## config.mk

```make
export PLATFORM = sky130hd
export DESIGN_NAME = pcrg_front
export DESIGN_NICKNAME = d
export VERILOG_FILES = /design/src/rtl/core/pcrg_pkg.sv /design/src/rtl/core/pcrg_front.sv
export SDC_FILE = /design/constraint.sdc
export NUM_CORES = 2
export LEC_CHECK = 0
export ABC_CLOCK_PERIOD_IN_PS = 6100
export BUFFER_PORTS_ARGS = -buffer_cell sky130_fd_sc_hd__buf_2
export CORE_UTILIZATION = 33
export CTS_BUF_LIST = sky130_fd_sc_hd__clkbuf_8
export DETAILED_ROUTE_END_ITERATION = 12
export SLEW_MARGIN = 10
export SYNTH_ARGS = -nofsm -noshare
export SYNTH_HDL_FRONTEND = slang
export SYNTH_SLANG_ARGS = --single-unit
```

## constraint.sdc

```tcl
create_clock -name i_clk -period 6.1 [get_ports i_clk]
set_input_delay 1.22 -clock i_clk [delete_from_list [all_inputs] [get_ports i_clk]]
set_output_delay 1.22 -clock i_clk [all_outputs]
set_load 0.1 [all_outputs]
```

## src/rtl/core/pcrg_pkg.sv

```systemverilog
package pcrg_pkg;

    localparam int COORD_INT_BITS  = 12;
    localparam int COORD_FRAC_BITS = 4;
    localparam int COORD_W         = COORD_INT_BITS + COORD_FRAC_BITS;

    localparam int SAMPLE_W = 16;
    localparam int XR_W     = (COORD_W < SAMPLE_W) ? COORD_W : SAMPLE_W;

    localparam int RES_W  = 13;
    localparam int COMP_W = 16;
    localparam int VEC_W  = 3 * COMP_W;
    localparam int POS_W  = 32;
    localparam int CFG_W  = 64;
    localparam int IDX_W  = 3;

    localparam int DIR_W    = 16;
    localparam int DIR_FRAC = 14;

    localparam logic [IDX_W-1:0] REG_FORWARD  = 3'd0;
    localparam logic [IDX_W-1:0] REG_RIGHT    = 3'd1;
    localparam logic [IDX_W-1:0] REG_UP       = 3'd2;
    localparam logic [IDX_W-1:0] REG_POS_XY   = 3'd3;
    localparam logic [IDX_W-1:0] REG_POS_Z    = 3'd4;
    localparam logic [IDX_W-1:0] REG_WIDTH    = 3'd5;
    localparam logic [IDX_W-1:0] REG_HEIGHT   = 3'd6;

    localparam logic [RES_W-1:0] WIDTH_RST  = 13'd1920;
    localparam logic [RES_W-1:0] HEIGHT_RST = 13'd1080;

    // pixel scale W*S and centred numerator 2*x - S*(1+W)
    localparam int DX_W  = RES_W + COORD_FRAC_BITS;
    localparam int NX_W  = ((XR_W + 1 > DX_W + 1) ? XR_W + 1 : DX_W + 1) + 1;
    localparam int PFF_W = 2 * DX_W;
    localparam int PR_W  = NX_W + DX_W;

    localparam int Q_DEPTH = 4;
    localparam int Q_AW    = 2;

    typedef struct packed {
        logic        [PFF_W-1:0] p_ff;
        logic signed [PR_W-1:0]  p_r;
        logic signed [PR_W-1:0]  p_t;
    } t_qent;

    typedef struct packed {
        logic full;
        logic empty;
    } t_qstat;

endpackage

```

## src/rtl/core/pcrg_front.sv

```systemverilog
module pcrg_front (
    input  logic                          i_clk,
    input  logic                          i_rst_n,
    input  logic                          i_in_valid,
    output logic                          o_in_stall,
    input  logic [pcrg_pkg::SAMPLE_W-1:0] i_sample_x,
    input  logic [pcrg_pkg::SAMPLE_W-1:0] i_sample_y,
    input  logic [pcrg_pkg::RES_W-1:0]    i_width,
    input  logic [pcrg_pkg::RES_W-1:0]    i_height,
    input  pcrg_pkg::t_qstat              i_qstat,
    output logic                          o_push,
    output pcrg_pkg::t_qent               o_push_data
);
    import pcrg_pkg::*;

    logic                   en;
    logic                   r_v1, r_v2;
    logic [RES_W-1:0]       w_eff, h_eff;
    logic [DX_W-1:0]        n_dx, n_dy, r_dx, r_dy;
    logic signed [NX_W-1:0] n_nx, n_ny, r_nx, r_ny;
    t_qent                  n_ent, r_ent;

    assign en         = !(r_v2 && i_qstat.full);
    assign o_in_stall = !en;
    assign o_push     = r_v2 && !i_qstat.full;
    assign o_push_data = r_ent;

    always_comb begin
        // a zero resolution counts as one pixel
        w_eff = (i_width == '0) ? RES_W'(1) : i_width;
        h_eff = (i_height == '0) ? RES_W'(1) : i_height;
        n_dx  = DX_W'(w_eff) << COORD_FRAC_BITS;
        n_dy  = DX_W'(h_eff) << COORD_FRAC_BITS;
        n_nx  = $signed(NX_W'({XR_W'(i_sample_x), 1'b0})
              - (NX_W'({1'b0, w_eff} + (RES_W+1)'(1)) << COORD_FRAC_BITS));
        n_ny  = $signed(NX_W'({XR_W'(i_sample_y), 1'b0})
              - (NX_W'({1'b0, h_eff} + (RES_W+1)'(1)) << COORD_FRAC_BITS));
    end

    always_comb begin
        n_ent.p_ff = PFF_W'(r_dx) * PFF_W'(r_dy);
        n_ent.p_r  = PR_W'(r_nx) * PR_W'($signed({1'b0, r_dy}));
        n_ent.p_t  = PR_W'(r_ny) * PR_W'($signed({1'b0, r_dx}));
    end

    always_ff @(posedge i_clk) begin
        if (!i_rst_n) begin
            r_v1 <= 1'b0;
            r_v2 <= 1'b0;
        end else if (en) begin
            r_v1 <= i_in_valid;
            r_v2 <= r_v1;
        end
    end

    always_ff @(posedge i_clk) begin
        if (en) begin
            r_dx  <= n_dx;
            r_dy  <= n_dy;
            r_nx  <= n_nx;
            r_ny  <= n_ny;
            r_ent <= n_ent;
        end
    end

endmodule

```

==> results.yml <==
critical_path:
  critical_path.cell_chain: "and2_4 > fa_1 > inv_2 > fa_1 > inv_2 > fa_1 > inv_2 > fa_1 > inv_1 > fa_1 > inv_1 > fa_1 > inv_1 > ha_2 > or3_4 > a211oi_4 > nor3b_2 > a2111o_1 > a41oi_2 > buf_6 > o21ai_1 > a211oi_2 > nor2_1"
  timing.critical_path.slowest_cell_delay_ns: 0.55
  cp_max_fo: 4
  cpMaxStageDelayCell: "fa_1"
  critical_path_arrival_ns: 6.58
  critical_setup_path_kind: "reg2reg"
  cp-start-kind: "flop"
  crit_top_cell: "fa_1"
  cp.required_ns: 6.45
  endpoint_kind: "flop"
placed_design:
  detailed_place_hpwl_mm: 57.2
  portBuffers: 151
  gp_routability_congestion: 0.838
yosys:
  synth_enable_flop_cells: 150
  netlist_area_before_placement_sq_mm: 0.0290
  synth_cell_type_count: 59
  synth_top_cells_by_count: "inv_1 (706), fa_1 (563), nand2_1 (404)"
  netlist_top_cells_area: "fa_1 (39%), edfxtp_1 (16%), ha_1 (11%)"
  synth_most_common_cell: "inv_1"
  synth_largest_area_cell: "fa_1"
  synth-seq-cells: 152
  ys.warnings.count: 0
  synth_async_sr_flop_share: 0
  synthesis.instances: 3034
  post-synth-top-area-fraction: 0.389
  flip_flop_cell_with_the_highest_count_after_synthesis: "edfxtp_1"
  ys_seq_area_frac: 0.157
  syn_avg_cell_area_sq_um: 9.56
floorplanning:
  fp.dieW_microns: 298
  pin_count: 171
  die_h_microns: 298
  core_sq_mm: 0.0869
  start_util: 0.334
  rows: 108
  die_area_sq_mm: 0.0891
drt:
  wl_per_cell_microns: 15.3
  detailedRoute.firstPassIterationCount: 5
  route.detailed.drc: 0
  detail_route.iter0.violations: 912
  vias_per_cell: 4.56
  postRouteWirelength_mm: 68.8
  drt.antenna.violating_nets: 0
  num_vias: 20530
timing:
  final.setup.tns_ns: -0.575
  period_minus_slack_ns: 6.23
  post-route-worst-setup-slack_ns: -0.132
  grt_setup_unrepaired: "true"
  timing.fmax_ghz: 0.160
  final.period_utilization: 1.02
  timing_worst_slew_pin_value_ns: 0.845
  slew_headroom: 0.437
  count_of_pins_over_their_slew_limit: 0
  timing_hold_violations_final: 0
  setup_viol: 8
  clock-skew-final_ns: 0.0295
clock_network:
  cts_tree: "built"
  cts_hold_buffers: 0
  clk-insertion-delay-late_ns: 0.59
  numCtsBuffers: 17
  cts_htree_levels: 4
  clock_sink_count: 152
  ctsLongestPathBuffers: 2
  cts_root_buffer: "clkbuf_8"
  path_clk_slew_ns: 0.11
grt:
  wire_length_of_the_first_global_routing_pass_mm: 114
  grt_max_degree: 92
  antenna_found_initial: 19
  grt_use_total: 0.163
  first_global_vias: 21426
  gr-total-overflow: 0
final_layout:
  finished_core_util: 0.390
  final_net_count: 4205
  area_growth_from_synthesis_to_final_layout_pct: 16.8
  fraction_of_final_layout_cells_sized_beyond_drive_strength_1: 0.169
run:
  max_cap_viol_count: 0
outcome:
  outcome: "finished, violations left"
  failed_checks: "setup timing"
hold_path:
  hp-class: "reg2reg"
-- placed cells by master, fill, tap and decap left out, drive strengths merged, types with 33 or more instances in the layout --
| cell type | count |
|---|---|
| buf | 420 |
| edfxtp | 150 |
| and2 | 284 |
| inv | 716 |
| nand2 | 404 |
| o21ai | 44 |
| fa | 563 |
| nor2 | 59 |
| a21o | 33 |
| ha | 247 |
| a21oi | 74 |
| xnor2 | 91 |
| xor2 | 38 |
-- critical path, delay by kind of cell (launching register included) --
family | cells | cell delay, ns
simple gates | 4 | 0.71
compound gates | 5 | 1.22
flops | 1 | 0.46
buf+inv | 7 | 0.42
fa+ha+maj | 7 | 3.18
-- path summary, 6_finish.rpt --
check,start,to,slack [ns],depth (start not counted)
setup / recovery,r_dx[6],o_push_data[33],-0.13,23
hold reg to reg,r_v1,r_v1,0.47,2
setup reg to reg,r_dx[6],o_push_data[33],-0.13,23
hold / removal,r_v1,r_v1,0.47,2
-- area by class of cell --
| type | instances | area (sq um) |
|---|---|---|
| fill | 8690 | 53000 |
| multi-input combinational | 2035 | 21700 |
| sequential | 152 | 4540 |
| timing repair buffer | 420 | 3060 |
| inverter | 706 | 2650 |
| tap | 1155 | 1450 |
| clock buffer | 17 | 234 |
| clock inverter | 15 | 179 |
| antenna | 7 | 17.5 |
-- what timing repair did --
action | CTS | global route
endpoints found under the setup margin | 21 | 31
buffers inserted | 14 | 17
pin swaps | 30 | 63
gates resized for setup | 56 | 82
-- through the flow --
stage	setup WS [ns]	hold WS, ns	instance area (sq um)	std cells
2_1_floorplan	0.0108	0.441	29100	3051
3_3_place_gp	-0.344	0.451	32700	4440
3_5_place_dp	-0.440	0.457	32700	4440
4_1_cts	-0.144	0.474	33400	4486
5_1_grt	-0.407	0.505	33900	4505
6_report	-0.132	0.468	33900	4507
-- registers in the layout, summed over array words and instances (netlist names) --
name         count
r_dy            13
r_v1             1
r_nx            18
r_dx            13
r_v2             1
o_push_data     88
r_ny            18
-- cell families after synthesis --
| family | after synthesis | synth area share |
|---|---|---|
| buffers and inverters | 864 | 0.114 |
| flip-flops | 152 | 0.157 |
| adder cells (fa/ha/maj) | 810 | 0.495 |
| other | 1 | 0.000129 |
| XOR/XNOR | 129 | 0.0390 |
| AO/OA/AOI/OAI | 237 | 0.0534 |
| AND/OR/NAND/NOR | 841 | 0.141 |
-- routing by layer --
metal / global-route usage / vias up / share of wire / routed length (microns)
li1: - / 9669 / - / -
met1: 0.226 / 10325 / 0.46 / 31700
met2: 0.258 / 427 / 0.47 / 32200
met3: 0.0281 / 85 / 0.046 / 3140
met4: 0.0519 / 24 / 0.024 / 1640
met5: 0 / - / 0.0019 / 128
Power is not shown: default switching activity piles up to over one toggle a cycle in this logic, so the estimate is an artifact.
