### src/rtl/core/pcrg_pkg.sv
package pcrg_pkg;

    localparam int COORD_INT_BITS  = 12;
    localparam int COORD_FRAC_BITS = 4;
    localparam int COORD_W         = COORD_INT_BITS + COORD_FRAC_BITS;

    localparam int SAMPLE_W = 16;
    localparam int XR_W     = (COORD_W < SAMPLE_W) ? COORD_W : SAMPLE_W;

    localparam int RES_W  = 13;
    localparam int COMP_W = 16;
    localparam int VEC_W  = 3 * COMP_W;
    localparam int POS_W  = 32;
    localparam int CFG_W  = 64;
    localparam int IDX_W  = 3;

    localparam int DIR_W    = 16;
    localparam int DIR_FRAC = 14;

    localparam logic [IDX_W-1:0] REG_FORWARD  = 3'd0;
    localparam logic [IDX_W-1:0] REG_RIGHT    = 3'd1;
    localparam logic [IDX_W-1:0] REG_UP       = 3'd2;
    localparam logic [IDX_W-1:0] REG_POS_XY   = 3'd3;
    localparam logic [IDX_W-1:0] REG_POS_Z    = 3'd4;
    localparam logic [IDX_W-1:0] REG_WIDTH    = 3'd5;
    localparam logic [IDX_W-1:0] REG_HEIGHT   = 3'd6;

    localparam logic [RES_W-1:0] WIDTH_RST  = 13'd1920;
    localparam logic [RES_W-1:0] HEIGHT_RST = 13'd1080;

    // pixel scale W*S and centred numerator 2*x - S*(1+W)
    localparam int DX_W  = RES_W + COORD_FRAC_BITS;
    localparam int NX_W  = ((XR_W + 1 > DX_W + 1) ? XR_W + 1 : DX_W + 1) + 1;
    localparam int PFF_W = 2 * DX_W;
    localparam int PR_W  = NX_W + DX_W;

    localparam int Q_DEPTH = 4;
    localparam int Q_AW    = 2;

    typedef struct packed {
        logic        [PFF_W-1:0] p_ff;
        logic signed [PR_W-1:0]  p_r;
        logic signed [PR_W-1:0]  p_t;
    } t_qent;

    typedef struct packed {
        logic full;
        logic empty;
    } t_qstat;

endpackage

### src/rtl/core/pcrg_queue.sv
module pcrg_queue (
    input  logic             i_clk,
    input  logic             i_rst_n,
    input  logic             i_push,
    input  pcrg_pkg::t_qent  i_push_data,
    input  logic             i_pop,
    output pcrg_pkg::t_qent  o_pop_data,
    output pcrg_pkg::t_qstat o_qstat
);
    import pcrg_pkg::*;

    t_qent           r_mem [Q_DEPTH];
    logic [Q_AW-1:0] r_wp, r_rp;
    logic [Q_AW:0]   r_cnt;

    assign o_qstat.full  = (r_cnt == (Q_AW+1)'(Q_DEPTH));
    assign o_qstat.empty = (r_cnt == '0);
    assign o_pop_data    = r_mem[r_rp];

    always_ff @(posedge i_clk) begin
        if (!i_rst_n) begin
            r_wp  <= '0;
            r_rp  <= '0;
            r_cnt <= '0;
        end else begin
            if (i_push) r_wp <= r_wp + Q_AW'(1);
            if (i_pop)  r_rp <= r_rp + Q_AW'(1);
            if (i_push && !i_pop)      r_cnt <= r_cnt + (Q_AW+1)'(1);
            else if (!i_push && i_pop) r_cnt <= r_cnt - (Q_AW+1)'(1);
        end
    end

    always_ff @(posedge i_clk) begin
        if (i_push) r_mem[r_wp] <= i_push_data;
    end

`ifndef SYNTHESIS
    a_no_overflow: assert property (@(posedge i_clk) disable iff (!i_rst_n)
        i_push |-> !o_qstat.full) else $error("item pushed into full queue");
    a_no_underflow: assert property (@(posedge i_clk) disable iff (!i_rst_n)
        i_pop |-> !o_qstat.empty) else $error("item popped from empty queue");
    a_cnt_range: assert property (@(posedge i_clk) disable iff (!i_rst_n)
        r_cnt <= (Q_AW+1)'(Q_DEPTH)) else $error("queue count out of range");
`endif

endmodule

### config.mk
export PLATFORM = sky130hd
export DESIGN_NAME = pcrg_queue
export DESIGN_NICKNAME = d
export VERILOG_FILES = /design/src/rtl/core/pcrg_pkg.sv /design/src/rtl/core/pcrg_queue.sv
export SDC_FILE = /design/constraint.sdc
export NUM_CORES = 1
export LEC_CHECK = 0
export BUFFER_PORTS_ARGS = -buffer_cell sky130_fd_sc_hd__buf_2
export CORE_UTILIZATION = 40
export CTS_BUF_LIST = sky130_fd_sc_hd__clkbuf_4 sky130_fd_sc_hd__clkbuf_8 sky130_fd_sc_hd__clkbuf_16
export CTS_CLUSTER_SIZE = 10
export DETAILED_ROUTE_END_ITERATION = 16
export SLEW_MARGIN = 10
export SYNTH_ARGS = -nofsm -noshare
export SYNTH_HDL_FRONTEND = slang
export SYNTH_SLANG_ARGS = --single-unit
### constraint.sdc
create_clock -name i_clk -period 3.35 [get_ports i_clk]
set_input_delay 0.5025 -clock i_clk [delete_from_list [all_inputs] [get_ports i_clk]]
set_output_delay 0.5025 -clock i_clk [all_outputs]
set_load 0.1 [all_outputs]
==> reports/metrics.csv, run 1 <==
stage,metric,value,unit
routing,Vias/cell,5.04,
logic_synthesis,Synth top area share,80.9,%
finish,n_diodes,0,
place,global placer's final weighted congestion,0.709,
timing,Slew headroom,49.7,%
cts,CTS Hold Bufs,0,
floorplan,Die ar.,0.0401,mm²
setup_path,Setup CP Type,reg2out,
logic_synthesis,"Seq/Total Area, Yosys",82.1,%
floorplan,initial core utilization,40.6,%
routing,first drt pass iteration count,4,
pwr,clock power share,34.8,%
logic_synthesis,"top cells by count, synth","edfxtp_1, mux4_2, buf_2",
logic_synthesis,Area contributors post-synth,"edfxtp_1, mux4_2, dfxtp_1",
global_route,Overflow after GRT,0,
cts,CTS resizes,0,
place,PortBufs,217,
setup_path,Required @ worst endpoint,2.85,ns
global_route,initial antenna violation count,1,
finish,Multi-input gate area,0.00265,mm²
timing,final worst-path cycle share,87.9,%
logic_synthesis,number of enable flip-flop cells after synthesis,424,
timing,"Slew Viols, Final",0,
job,maxcap violations,0,
pwr,Reg power frac,46.5,%
pwr,LEAKAGE,6.37,nW
floorplan,Die Y,200,µm
setup_path,CP startpoint kind,register,
cts,CTS H-tree lvls,2,
setup_path,Arrival @ worst endpoint,2.44,ns
global_route,first-pass GRT wire length,45800,µm
timing,Final Setup Violations,0,
timing,unrepaired setup endpoints after global routing,no,
routing,via count,7029,
setup_path,Worst setup EP type,primary output,
cts,"Setup Fix Bufs, Post-CTS",0,
logic_synthesis,Syn Area/Cell,26.4,µm²
cts,Worst-Skew Late Latency,0.56,ns
logic_synthesis,Synth Instances,597,
routing,total wire length,29500,µm
floorplan,I/O pin cnt,218,
logic_synthesis,mapped cell area,0.0157,mm²
finish,share of layout cells above drive strength 1,47.3,%
pwr,pwr/cell area,713,mW/mm²
timing,Clock Skews,0.0175,ns
routing,Antenna Violating Nets Remaining,0,
place,post-DP HPWL,17400,µm
cts,CTS buffer count,49,
finish,register area,0.0129,mm²
cts,CTS tree,done,
cts,Root Buffer,clkbuf_16,
pwr,Sw Share,29.2,%
cts,clock sinks,433,
logic_synthesis,mux cell area share after synthesis,15.3,%
timing,Setup TNS Final,0,ns
pwr,P_sw,3.95,mW
pwr,Int Pwr,9.59,mW
logic_synthesis,Synth Area in Compound Gates,0.0795,%
logic_synthesis,Synth Area in Adders,0.525,%
logic_synthesis,ys async rst share,0,%
global_route,vias in the first global route,7653,
logic_synthesis,post-synthesis xor/xnor area fraction,0.278,%
logic_synthesis,Synthesized Nets,713,
setup_path,CP Max Fanout,23,
logic_synthesis,largest family of logic cells by synthesized area,multiplexers,
logic_synthesis,Post-Synth Simple-Gate Area,0.581,%
floorplan,Placeable Area,0.0387,mm²
global_route,gr usage total,15.1,%
timing,"Hold Violations, Final",0,
floorplan,Die Wd,200,µm
logic_synthesis,top cell type by total area after synthesis,edfxtp_1,
logic_synthesis,Yosys cell types,21,
finish,# fillers,3190,
worst_hold_path,HP Class,in2reg,
pwr,worst vdd ir,0.474,mV
run_status,status,finished clean,
logic_synthesis,YS warnings,0,
pwr,Combinational Power Share,18.7,%
finish,P&R area growth vs syn,20.7,%
global_route,largest net degree at the start of global routing,65,
cts,Clock Path Buffers,3,
logic_synthesis,most common cell in the netlist,edfxtp_1,
cts,"Reg clk slew, reported paths",0.05,ns
timing,Max Clk Rate,0.340,GHz
routing,WL/cell,21.1,µm
routing,drc violations,0,
routing,1st-iter DRT viols,280,
logic_synthesis,most common flop cell mapped by yosys,edfxtp_1,
pwr,total power,13.5,mW
floorplan,Site Rows,72,
logic_synthesis,Yosys reg bits,433,
timing,Slew @ Worst Pin,0.754,ns
timing,minimum clock period,2.94,ns
place,pre-CTS setup slack,0.899,ns
finish,Final #Nets,977,
timing,final setup margin,0.406,ns
-- state kept, by name, summed over array words and instances (netlist names), named ones only --
| signal | cells |
|---|---|
| r_rp | 2 |
| r_cnt | 3 |
| r_wp | 2 |
| r_mem | 424 |
-- cell usage in the layout (no fill, tap or decap), types with 2 or more instances in the layout --
cell / count
edfxtp_1: 424
buf_2: 217
mux4_2: 106
clkbuf_16: 51
clkbuf_4: 12
buf_4: 10
buf_12: 10
dfxtp_1: 7
and2_1: 5
ha_1: 5
inv_1: 4
and2_4: 4
xor2_1: 3
xnor2_1: 2
mux2i_1: 2
nor2b_1: 2
dfxtp_4: 2
-- critical path: stages, from the launching register on --
cell     delay, ns
dfxtp_4       0.68
buf_4         0.34
mux4_2        0.54
buf_2         0.31
-- through the flow --
stage | cell area [µm²] | instances | hold WS [ns] | utilization (%)
final | 19000 | 1394 | 0.153 | 49.0
after global placement | 17600 | 1328 | 0.490 | 45.4
after CTS | 19000 | 1394 | 0.108 | 49.0
after floorplan | 15700 | 597 | 0.472 | -
after detailed placement | 17600 | 1328 | 0.503 | 45.4
after global routing | 19000 | 1394 | 0.116 | 49.0
-- kinds of logic (layout without fill, tap and decap cells) --
kind of cell | Yosys count | in the layout
multiplexers | 108 | 108
AO/OA/AOI/OAI | 2 | 2
AND/OR/NAND/NOR | 15 | 15
flip-flops | 433 | 433
adder cells (fa/ha/maj) | 6 | 6
XOR/XNOR | 5 | 5
buffers and inverters | 28 | 307
-- layer usage --
| metal | up-vias | global-route usage [%] | share of wire, % |
|---|---|---|---|
| met5 | - | 0 | 0.044 |
| met4 | 2 | 4.20 | 1.6 |
| met3 | 41 | 4.85 | 6.6 |
| met2 | 211 | 23.6 | 48 |
| met1 | 3692 | 20.4 | 44 |
| li1 | 3083 | - | - |
-- power by group through the flow --
| stage | clock network, mW | registers, mW | logic (mW) |
|---|---|---|---|
| after floorplan | 0 | 6.39 | 2.11 |
| after global placement | 0 | 6.41 | 2.55 |
| after detailed placement | 0 | 6.42 | 2.57 |
| after CTS | 4.86 | 6.31 | 2.57 |
| after global routing | 5.06 | 6.33 | 2.62 |
| final | 4.71 | 6.30 | 2.53 |
-- final cells by class --
cell class,count,share of cell area (%)
Clock buffer,64,7.27
Clock inverter,2,0.0659
Inverter,4,0.0791
Multi-Input combinational cell,136,13.9
Sequential cell,433,68.1
Tap cell,518,3.41
Timing Repair Buffer,237,7.17
-- path summary, 6_finish.rpt --
path / start / end / slack (ns) / cells after the start
worst max-delay path: register / o_pop_data[49] / 0.41 / 3
worst min-delay path: i_push_data[67] / r_mem[2][67] / 0.15 / 1
worst max register to register: r_wp[0] / r_mem[1][1] / 1.51 / 3
worst min register to register: r_cnt[2] / r_cnt[2] / 0.51 / 2
Note: power is estimated with default switching activity, not from simulation.
==> run 2, diff against run 1 <==
- ABC_AREA: not set -> 1
==> reports/metrics.csv, run 2 <==
stage,metric,value,unit,change
worst_hold_path,HP Class,in2reg,,
pwr,worst vdd ir,0.485,mV,+2.3%
logic_synthesis,Synth Instances,1082,,+81%
logic_synthesis,Synth Area in Compound Gates,11.0,%,+11 points
finish,post-layout util,48.4,%,-0.57 points
routing,drc violations,0,,unchanged
setup_path,Crit-path slowest cell,buf_2,,
global_route,largest net degree at the start of global routing,123,,+89%
finish,most common library cell in the layout ignoring fill and taps,edfxtp_1,,
setup_path,worst path cell trace,"inv_6, buf_4, nor2_1, o22ai_1, buf_2",,
cts,CTS H-tree lvls,2,,unchanged
finish,# fillers,3441,,+7.9%
routing,via count,9519,,+35%
setup_path,CP startpoint kind,register,,
setup_path,WP buf/inv,3,,+1
routing,first drt pass iteration count,5,,+1
logic_synthesis,Synth Area in Adders,0.512,%,-0.012 points
cts,CTS tree,done,,
logic_synthesis,Yosys cell types,21,,unchanged
timing,Final Setup Violations,0,,unchanged
logic_synthesis,most common flop cell mapped by yosys,edfxtp_1,,
logic_synthesis,Post-Synth Simple-Gate Area,5.40,%,+4.8 points
floorplan,I/O pin cnt,218,,unchanged
logic_synthesis,"Seq/Total Area, Yosys",80.1,%,-1.9 points
timing,Hold WS,0.144,ns,-0.00812 ns
floorplan,Die Wd,203,µm,+1.2%
setup_path,Setup CP Type,reg2out,,
finish,P&R area growth vs syn,19.4,%,
cts,Clock Path Buffers,3,,unchanged
routing,total wire length,35000,µm,+19%
setup_path,Critical Path Stages,5,,+2
cts,CTS buffer count,50,,+2.0%
logic_synthesis,Yosys reg bits,433,,unchanged
setup_path,Required @ worst endpoint,2.85,ns,about the same
setup_path,Arrival @ worst endpoint,2.43,ns,about the same
floorplan,initial core utilization,40.6,%,-0.053 points
global_route,vias in the first global route,9296,,+21%
setup_path,Worst R2R Start,r_wp[1],,
floorplan,Site Rows,73,,+1.4%
global_route,gr usage total,17.0,%,+1.9 points
timing,Clock Skews,0.0131,ns,-0.00437 ns
timing,final worst-path cycle share,87.6,%,-0.23 points
floorplan,Die ar.,0.0411,mm²,+2.4%
routing,1st-iter DRT viols,559,,+100%
logic_synthesis,mapped cell area,0.0161,mm²,+2.4%
timing,Max Clk Rate,0.341,GHz,+0.27%
timing,unrepaired setup endpoints after global routing,no,,
setup_path,path depth of the worst reg2reg path,5,,+2
logic_synthesis,YS warnings,0,,unchanged
logic_synthesis,largest family of logic cells by synthesized area,compound AO/OA/AOI/OAI gates,,
logic_synthesis,Synth top area share,79.0,%,-1.9 points
pwr,LEAKAGE,6.70,nW,+5.1%
logic_synthesis,post-synthesis xor/xnor area fraction,0,%,-0.28 points
finish,Largest regs,"r_mem: 424 flops, r_cnt: 3 flops",,
setup_path,worst r2r dst,r_mem[1][48],,
job,maxcap violations,0,,unchanged
routing,Vias/cell,5.15,,+2.2%
pwr,pwr/cell area,695,mW/mm²,-2.6%
logic_synthesis,Syn Area/Cell,14.9,µm²,-43%
logic_synthesis,top cell type by total area after synthesis,edfxtp_1,,
setup_path,FF-to-FF setup slack,1.48,ns,-0.03 ns
setup_path,Worst setup EP type,primary output,,
cts,Worst-Skew Late Latency,0.56,ns,about the same
finish,share of layout cells above drive strength 1,23.7,%,-24 points
setup_path,"delay-heaviest family, CP",buffers and inverters,,
logic_synthesis,ys async rst share,0,%,unchanged
timing,Slew headroom,53.7,%,+3.9 points
timing,Setup TNS Final,0,ns,unchanged
routing,Antenna Violating Nets Remaining,0,,unchanged
routing,WL/cell,18.9,µm,-11%
logic_synthesis,most common cell in the netlist,edfxtp_1,,
timing,"Slew Viols, Final",0,,unchanged
finish,Final #Nets,1420,,+45%
setup_path,worst setup path endpoint,o_pop_data[45],,
finish,most frequent cells in the layout,"edfxtp_1, nor2_1, buf_2",,
timing,"Hold Violations, Final",0,,unchanged
floorplan,Die Y,203,µm,+1.2%
logic_synthesis,Area contributors post-synth,"edfxtp_1, nor2_1, o21ai_0",,
finish,Largest Register,r_mem,,
logic_synthesis,"top cells by count, synth","edfxtp_1, nor2_1, o21ai_0",,
logic_synthesis,number of enable flip-flop cells after synthesis,424,,unchanged
cts,Root Buffer,clkbuf_16,,
place,PortBufs,217,,unchanged
cts,"Setup Fix Bufs, Post-CTS",0,,unchanged
global_route,first-pass GRT wire length,53500,µm,+17%
place,placed cells,1777,,+34%
global_route,initial antenna violation count,5,,+4
global_route,Overflow after GRT,0,,unchanged
run_status,status,finished clean,,
floorplan,Placeable Area,0.0397,mm²,+2.6%
logic_synthesis,mux cell area share after synthesis,0,%,-15 points
cts,clock sinks,433,,unchanged
logic_synthesis,Synthesized Nets,1198,,+68%
cts,"Reg clk slew, reported paths",0.05,ns,about the same
cts,CTS Hold Bufs,0,,unchanged
setup_path,delay of the slowest critical-path stage,0.46,ns,-0.22 ns
setup_path,CP Max Fanout,62,,+170%
finish,Layout Cells excl Fill,1848,,+33%
place,post-DP HPWL,19100,µm,+9.8%
finish,Multi-input gate area,0.00273,mm²,+3.0%
finish,max reg flops,424,,unchanged
timing,Slew @ Worst Pin,0.695,ns,-0.0590 ns
timing,minimum clock period,2.94,ns,-0.00784 ns
place,global placer's final weighted congestion,0.727,,+2.5%
cts,CTS resizes,0,,unchanged
finish,register area,0.0129,mm²,unchanged
run 2: cell types whose count changed after synthesis, moves of 8 or more:
| cell | change |
|---|---|
| mux4_2 | -106 |
| inv_1 | +11 |
| buf_2 | +9 |
| o21ai_0 | +136 |
| and2_1 | -9 |
| o22ai_1 | +106 |
| clkbuf_1 | +18 |
| o21ai_1 | +81 |
| buf_6 | +14 |
| nand2_1 | +8 |
| nor2_1 | +217 |
run 2: final cells by class:
class,instances,share of cell area (%)
Sequential cell,433,67.1
Inverter,17,0.416
Tap cell,525,3.41
Clock buffer,64,7.17
Antenna cell,4,0.0520
Timing Repair Buffer,238,7.53
Multi-Input combinational cell,564,14.2
Clock inverter,3,0.117
run 2: cells by family after synthesis:
group                    after synthesis
AND/OR/NAND/NOR                      230
adder cells (fa/ha/maj)                6
AO/OA/AOI/OAI                        328
buffers and inverters                 85
flip-flops                           433
run 2: metrics by stage:
stage | instance area [µm²] | power, mW | worst slack (ns)
floorplan | 16100 | 8.23 | 0.257
detailed placement | 17800 | 8.74 | 0.952
global route | 19200 | 13.8 | 0.252
global placement | 17800 | 8.71 | 0.956
finish | 19200 | 13.4 | 0.414
CTS | 19200 | 13.5 | 0.320
run 2: worst min path at each step:
| stage | from | end | slack [ns] | depth (start not counted) |
|---|---|---|---|---|
| 6_report | i_push_data[91] | r_mem[0][91] | 0.14 | 1 |
| 5_1_grt | i_push_data[91] | r_mem[1][91] | 0.11 | 1 |
| 4_1_cts | i_push_data[91] | r_mem[0][91] | 0.10 | 1 |
| 3_5_place_dp | r_rp[1] | register | 0.44 | 1 |
| 3_3_place_gp | r_rp[1] | register | 0.41 | 1 |
| 2_1_floorplan | r_rp[1] | register | 0.41 | 1 |
run 2: worst register-to-register path: stages, from the launching register on:
cell	delay (ns)
dfxtp_1	0.32
inv_1	0.10
ha_1	0.15
nand2_1	0.08
inv_4	0.29
buf_4	0.53
run 2: report_power, final:
part | switching [mW] | total (mW) | leakage [nW] | internal, mW
Clock | 1.92 | 4.76 | 0.704 | 2.84
Combinational | 1.98 | 2.36 | 2.02 | 0.380
Sequential | 0.0545 | 6.25 | 3.97 | 6.20
run 2: routing by layer:
metal  vias up  share of wire, %  wire, µm  global-route usage [%]
met5         -              0.11        37                       0
met4         6               2.2       756                    5.16
met3        61               7.0      2450                    5.44
met2       241                47     16500                    27.3
met1      4679                44     15200                    21.9
li1       4532                 -         -                       -
